## src/hw/rtl/chm_pkg.sv

```systemverilog
// Package for the compass heading block: widths, fixed-point constants and
// the arctangent table of the angle pipeline. No dependencies.
package chm_pkg;

   // Number of rotation steps, capped at the length of the arctangent table.
   localparam int ANGLE_STEPS = 16;
   localparam int AtanLen     = 24;
   localparam int NumSteps    = (ANGLE_STEPS > AtanLen) ? AtanLen : ANGLE_STEPS;

   // Field and datapath widths.
   localparam int MagW     = 16;
   localparam int DiffW    = 17;
   localparam int PosW     = 28;
   localparam int AngW     = 27;
   localparam int WrapW    = 25;
   localparam int HeadW    = 15;
   localparam int RoundW   = 16;
   localparam int PreShift = 8;
   localparam int OutShift = 10;

   // Register indexes of the configuration port.
   localparam logic CsrOffsetX = 1'b0;
   localparam logic CsrOffsetY = 1'b1;

   typedef logic signed [DiffW-1:0] diff_type;
   typedef logic signed [PosW-1:0]  pos_type;
   typedef logic signed [AngW-1:0]  ang_type;

   // Angles are degrees with 16 fraction bits.
   localparam ang_type HalfTurn = ang_type'(180 * 65536);
   localparam ang_type FullTurn = ang_type'(360 * 65536);
   localparam logic [WrapW-1:0]  RoundHalf   = WrapW'(512);
   localparam logic [RoundW-1:0] FullTurnOut = RoundW'(23040);

   // Arctangent of 2^-i in degrees, rounded at 16 fraction bits.
   function automatic ang_type atan_deg(input logic [4:0] idx);
      ang_type val;
      case (idx)
         5'd0:    val = ang_type'(2949120);
         5'd1:    val = ang_type'(1740967);
         5'd2:    val = ang_type'(919879);
         5'd3:    val = ang_type'(466945);
         5'd4:    val = ang_type'(234379);
         5'd5:    val = ang_type'(117304);
         5'd6:    val = ang_type'(58666);
         5'd7:    val = ang_type'(29335);
         5'd8:    val = ang_type'(14668);
         5'd9:    val = ang_type'(7334);
         5'd10:   val = ang_type'(3667);
         5'd11:   val = ang_type'(1833);
         5'd12:   val = ang_type'(917);
         5'd13:   val = ang_type'(458);
         5'd14:   val = ang_type'(229);
         5'd15:   val = ang_type'(115);
         5'd16:   val = ang_type'(57);
         5'd17:   val = ang_type'(29);
         5'd18:   val = ang_type'(14);
         5'd19:   val = ang_type'(7);
         5'd20:   val = ang_type'(4);
         5'd21:   val = ang_type'(2);
         5'd22:   val = ang_type'(1);
         default: val = '0;
      endcase
      return val;
   endfunction

endpackage

```

## src/hw/rtl/compass_heading_from_magnetometer.sv

```systemverilog
// Compass heading pipeline: offset removal, unrolled vectoring rotations and
// heading rounding. Depends on chm_pkg.
//
// The block takes one magnetometer beat (x, y) per cycle, removes the
// hard-iron offsets, finds atan2(y, x) with one register stage per rotation
// step and returns the heading in 1/64 degree units, from 0 to just under
// 360 degrees; a zero vector reads as heading 0. A new sample is accepted in
// every cycle in which the result side is not stalled. Each sample passes
// through one stage for the offset subtract, one for the start vector, one
// per rotation step, then the wrap into the full circle and the output
// register. A stall on the result side while a heading waits there freezes
// the whole pipeline and is passed back to the request side in the same
// cycle. Offsets should be written only while no sample is in flight.
module compass_heading_from_magnetometer
   import chm_pkg::*;
(
   input  logic                    clock,
   input  logic                    reset,
   input  logic                    req_valid,
   output logic                    req_stall,
   input  logic signed [MagW-1:0]  req_mag_x,
   input  logic signed [MagW-1:0]  req_mag_y,
   output logic                    rsp_valid,
   input  logic                    rsp_stall,
   output logic [HeadW-1:0]        rsp_heading,
   input  logic                    csr_write,
   input  logic                    csr_index,
   input  logic [MagW-1:0]         csr_wdata
);

   logic signed [MagW-1:0] offset_x_ff;
   logic signed [MagW-1:0] offset_y_ff;

   logic     advance;
   logic     a_valid_ff;
   diff_type a_dx_ff;
   diff_type a_dy_ff;

   logic    v_ff    [0:NumSteps];
   logic    zero_ff [0:NumSteps];
   pos_type x_ff    [0:NumSteps];
   pos_type y_ff    [0:NumSteps];
   ang_type z_ff    [0:NumSteps];

   pos_type x_in    [1:NumSteps];
   pos_type y_in    [1:NumSteps];
   ang_type z_in    [1:NumSteps];

   pos_type x_start_in;
   pos_type y_start_in;
   ang_type z_start_in;

   logic             c_valid_ff;
   logic             c_zero_ff;
   logic [WrapW-1:0] c_z_ff;
   ang_type          c_z_in;

   logic [RoundW-1:0] round_sum;
   logic [RoundW-1:0] round_wrap;
   logic              rsp_valid_ff;
   logic [HeadW-1:0]  rsp_heading_ff;

   // Configuration registers.
   always_ff @(posedge clock) begin
      if (reset) begin
         offset_x_ff <= '0;
         offset_y_ff <= '0;
      end else if (csr_write) begin
         case (csr_index)
            CsrOffsetX: offset_x_ff <= csr_wdata;
            CsrOffsetY: offset_y_ff <= csr_wdata;
            default:    ;
         endcase
      end
   end

   // The whole pipeline moves unless a finished beat waits at the output.
   assign advance   = !rsp_valid_ff || !rsp_stall;
   assign req_stall = !advance;

   // Stage A: subtract the offsets at 17 bits.
   always_ff @(posedge clock) begin
      if (reset) begin
         a_valid_ff <= 1'b0;
      end else if (advance) begin
         a_valid_ff <= req_valid;
      end
   end

   always_ff @(posedge clock) begin
      if (advance) begin
         a_dx_ff <= diff_type'(req_mag_x) - diff_type'(offset_x_ff);
         a_dy_ff <= diff_type'(req_mag_y) - diff_type'(offset_y_ff);
      end
   end

   // Start vector: prescale, and fold the left half plane over by 180 degrees.
   always_comb begin
      x_start_in = pos_type'(a_dx_ff) <<< PreShift;
      y_start_in = pos_type'(a_dy_ff) <<< PreShift;
      z_start_in = '0;
      if (a_dx_ff[DiffW-1]) begin
         x_start_in = -x_start_in;
         y_start_in = -y_start_in;
         z_start_in = HalfTurn;
      end
   end

   // One rotation step per stage, driving y toward zero.
   always_comb begin
      for (int i = 0; i < NumSteps; i++) begin
         if (!y_ff[i][PosW-1]) begin
            x_in[i+1] = x_ff[i] + (y_ff[i] >>> i);
            y_in[i+1] = y_ff[i] - (x_ff[i] >>> i);
            z_in[i+1] = z_ff[i] + atan_deg(5'(i));
         end else begin
            x_in[i+1] = x_ff[i] - (y_ff[i] >>> i);
            y_in[i+1] = y_ff[i] + (x_ff[i] >>> i);
            z_in[i+1] = z_ff[i] - atan_deg(5'(i));
         end
      end
   end

   always_ff @(posedge clock) begin
      if (reset) begin
         for (int i = 0; i <= NumSteps; i++) begin
            v_ff[i] <= 1'b0;
         end
      end else if (advance) begin
         v_ff[0] <= a_valid_ff;
         for (int i = 1; i <= NumSteps; i++) begin
            v_ff[i] <= v_ff[i-1];
         end
      end
   end

   always_ff @(posedge clock) begin
      if (advance) begin
         x_ff[0]    <= x_start_in;
         y_ff[0]    <= y_start_in;
         z_ff[0]    <= z_start_in;
         zero_ff[0] <= (a_dx_ff == '0) && (a_dy_ff == '0);
         for (int i = 1; i <= NumSteps; i++) begin
            x_ff[i]    <= x_in[i];
            y_ff[i]    <= y_in[i];
            z_ff[i]    <= z_in[i];
            zero_ff[i] <= zero_ff[i-1];
         end
      end
   end

   // Stage C: wrap negative angles into the full circle.
   assign c_z_in = z_ff[NumSteps][AngW-1] ? (z_ff[NumSteps] + FullTurn) : z_ff[NumSteps];

   always_ff @(posedge clock) begin
      if (reset) begin
         c_valid_ff <= 1'b0;
      end else if (advance) begin
         c_valid_ff <= v_ff[NumSteps];
      end
   end

   always_ff @(posedge clock) begin
      if (advance) begin
         c_z_ff    <= c_z_in[WrapW-1:0];
         c_zero_ff <= zero_ff[NumSteps];
      end
   end

   // Output stage: round to 1/64 degree, half up, and fold a full turn to 0.
   always_comb begin
      round_sum  = RoundW'((c_z_ff + RoundHalf) >> OutShift);
      round_wrap = (round_sum >= FullTurnOut) ? (round_sum - FullTurnOut) : round_sum;
   end

   always_ff @(posedge clock) begin
      if (reset) begin
         rsp_valid_ff <= 1'b0;
      end else if (advance) begin
         rsp_valid_ff <= c_valid_ff;
      end
   end

   always_ff @(posedge clock) begin
      if (advance) begin
         rsp_heading_ff <= c_zero_ff ? '0 : round_wrap[HeadW-1:0];
      end
   end

   assign rsp_valid   = rsp_valid_ff;
   assign rsp_heading = rsp_heading_ff;

endmodule

```

## config.mk

```make
export PLATFORM = sky130hd
export DESIGN_NAME = compass_heading_from_magnetometer
export DESIGN_NICKNAME = d
export VERILOG_FILES = /design/src/hw/rtl/chm_pkg.sv /design/src/hw/rtl/compass_heading_from_magnetometer.sv
export SDC_FILE = /design/constraint.sdc
export NUM_CORES = 2
export LEC_CHECK = 0
export ABC_AREA = 1
export BUFFER_PORTS_ARGS = -buffer_cell sky130_fd_sc_hd__buf_4
export CORE_MARGIN = 2
export CORE_UTILIZATION = 50
export DETAILED_ROUTE_END_ITERATION = 6
export PLACE_DENSITY = 0.71
export SLEW_MARGIN = 20
export SYNTH_ARGS = -nofsm -noshare
export SYNTH_HDL_FRONTEND = slang
export SYNTH_SLANG_ARGS = --single-unit
```

## constraint.sdc

```tcl
create_clock -name clock -period 30.6 [get_ports clock]
set_clock_uncertainty 0.05 [all_clocks]
set_input_delay 0 -clock clock [delete_from_list [all_inputs] [get_ports clock]]
set_output_delay 0 -clock clock [all_outputs]
set_load 0.01 [all_outputs]
```

==> results.toml <==
[detailed_routing]
drt-initial-drc-count = 9131
drtAntennaViolNets = 0
drt-pass1-iter-count = 6
wl_um = 312000
num_vias = 99700
route.detailed.wl_per_inst_um = 17.4
vias_per_cell = 5.54
drt_drc_violations_left = 0

[sta]
slew_headroom = 0.296
slew_violations = 0
fin_tns_setup_ns = 0
setup_violations = 0
fin_ws_ns = 25.18
min_period_ns = 5.42
worstMarginPinSlew_ns = 1.05
whs_ns = 0.0274
grt_setup_unrepaired = "false"
fmax_ghz = 0.184
hold_viol = 0
fin_crit_sh = 0.177

[yosys]
synth_commonest_cells = "3,053 x nand2_1, 1,775 x inv_1, 1,463 x nor2_1"
netlist_instances = 14600
synth_top_family_by_area = "simple AND/OR/NAND/NOR gates"
synthMuxAreaShare = 0.000187
syn_avg_cell_area_um2 = 7.79
yosysMostFrequentCell = "nand2_1"
yosys_warnings = 0
ys.flop_type = "edfxtp_1"
synth_simple_gate_area_frac = 0.215
yosysSeqAreaShare = 0.333
async_flop_share = 0
ys_types = 67
ys_seq_elements = 1273
yosysTopAreaCell = "edfxtp_1"
synth_top_area_share = 0.327
synth-adder-area-share = 0.138
synth_edf_count = 1238
ys_top_cells_by_area = "edfxtp_1 33%, ha_1 13%, nand2_1 10%"
synth_compound_area_frac = 0.142
synthXorXnorAreaFrac = 0.109
syn_area_um2 = 114000

[layout]
area_growth_pct = 8.92
drive_gt1_frac = 0.0284
n_fill_cell = 21500
nets = 16200
finish.instance_area_um2 = 124000

[placement]
postPlaceCellArea_um2 = 118000
portBuffers = 70
hpwl_um = 249000
gp_congestion = 0.989
pre_cts_slack_ns = 25.12

[global_routing]
grt_usage = 0.264
grt_pass1_vias = 93000
use_met2 = 0.424
top_usage_layer = "met2"
use_met1 = 0.370
groute.layer.met3.usage = 0.0343
grt_max_degree = 179
grt_overflow = 0
antenna_found_initial = 1
grt_pass1_wl_um = 496000

[die]
dieArea_um2 = 232000
die_h_um = 481
initial_core_util = 0.502
rows = 175
fp.coreArea_um2 = 227000
ioPinCount = 71
die-width_um = 481

[run_status]
status = "complete, no violations"

[cts]
tritoncts = "done"
clk_path_buf_depth = 3
root_buffer = "clkbuf_16"
post_cts_buffers = 0
cts.clk_slew.worst_paths_ns = 0.06
clock_sinks = 1273
clock_latency_ns = 0.82
cts.htree.levels = 4
cts-buffers-inserted = 147

[worst_setup_path]
cp.required_ns = 30.98
critPathLaunchType = "flip-flop"
crit_family = "buffers and inverters"
path_max_fanout = 121
end_kind = "flip-flop"
cpPeakStageDelay_ns = 0.84
path_cells = "nand2_8 -> buf_4 -> buf_4 -> buf_4 -> buf_4 -> buf_4"
path_common_cell = "buf_4"
worstSetupPathType = "flip-flop to flip-flop"
cp_slowest_cell = "buf_4"
path_buf_inv = 5
cp.arrival_ns = 5.80

[job]
cap_violations = 0

[worst_hold_path]
hold_class = "primary input to flip-flop"
[state kept, by name (all words and copies together), names as in the netlist]
register	count
zero_ff	17
a_dy_ff	17
offset_y_ff	16
v_ff	17
rsp_valid	1
offset_x_ff	16
a_valid_ff	1
y_ff	387
z_ff	375
x_ff	376
c_zero_ff	1
rsp_heading	15
c_z_ff	16
c_valid_ff	1
a_dx_ff	17
[layout by cell type, fill, tap and decap left out, drive strengths merged, types with 102 or more instances in the layout]
cell,n
a21o,167
a21oi,1342
a31oi,129
buf,109
clkbuf,179
edfxtp,1238
ha,1200
inv,1797
nand2,3065
nand3,649
nand4,187
nor2,1476
nor3,315
nor4,102
o21ai,868
o21bai,163
xnor2,409
xor2,1003
[per-layer routing]
| layer | vias up | part of all wire |
|---|---|---|
| met5 | - | 0 |
| met4 | 0 | 0.031 |
| met3 | 526 | 0.065 |
| met2 | 3117 | 0.45 |
| met1 | 45900 | 0.46 |
| li1 | 50200 | - |
[worst register-to-register path: stages, from the launching register on]
cell     delay (ns)
dfxtp_1        0.36
nand2_8        0.61
buf_4          0.80
buf_4          0.78
buf_4          0.86
buf_4          0.72
buf_4          0.80
[cell type report]
type | instances | area (um2) | share of cell area
Antenna cell | 2 | 5.00 | 0.0000404
Clock buffer | 179 | 3890 | 0.0314
Clock inverter | 90 | 1050 | 0.00848
Inverter | 1794 | 6730 | 0.0543
Multi-Input combinational cell | 11400 | 68800 | 0.555
Sequential cell | 1273 | 37900 | 0.305
Tap cell | 3009 | 3760 | 0.0304
Timing Repair Buffer | 208 | 1860 | 0.0150
[logic make-up after synthesis]
family / after synthesis
other: 1
flip-flops: 1273
AO/OA/AOI/OAI: 2898
multiplexers: 2
XOR/XNOR: 1412
adder cells (fa/ha/maj): 1236
buffers and inverters: 1904
AND/OR/NAND/NOR: 5885
[path summary, 6_finish.rpt]
check,depth (start not counted),start,to,slack [ns]
setup reg to reg,6,rsp_valid,x_ff[0][189],25.18
hold reg to reg,0,z_ff[2][12],c_z_ff[12],0.37
setup / recovery,6,rsp_valid,x_ff[0][189],25.18
hold / removal,3,rsp_stall,rsp_valid,0.03
[stage by stage]
step	util	cells
final	0.547	18000
after CTS	0.547	18000
after global routing	0.547	18000
after detailed placement	0.520	17600
after global placement	0.520	17600
after floorplan	-	14600
[what timing repair did]
item,CTS,global route
hold buffers,99,0
endpoints found under the setup margin,0,0
gates resized for setup,0,0
hold endpoints to repair,69,0
Power is not shown: default switching activity piles up to over one toggle a cycle in this logic, so the estimate is an artifact.
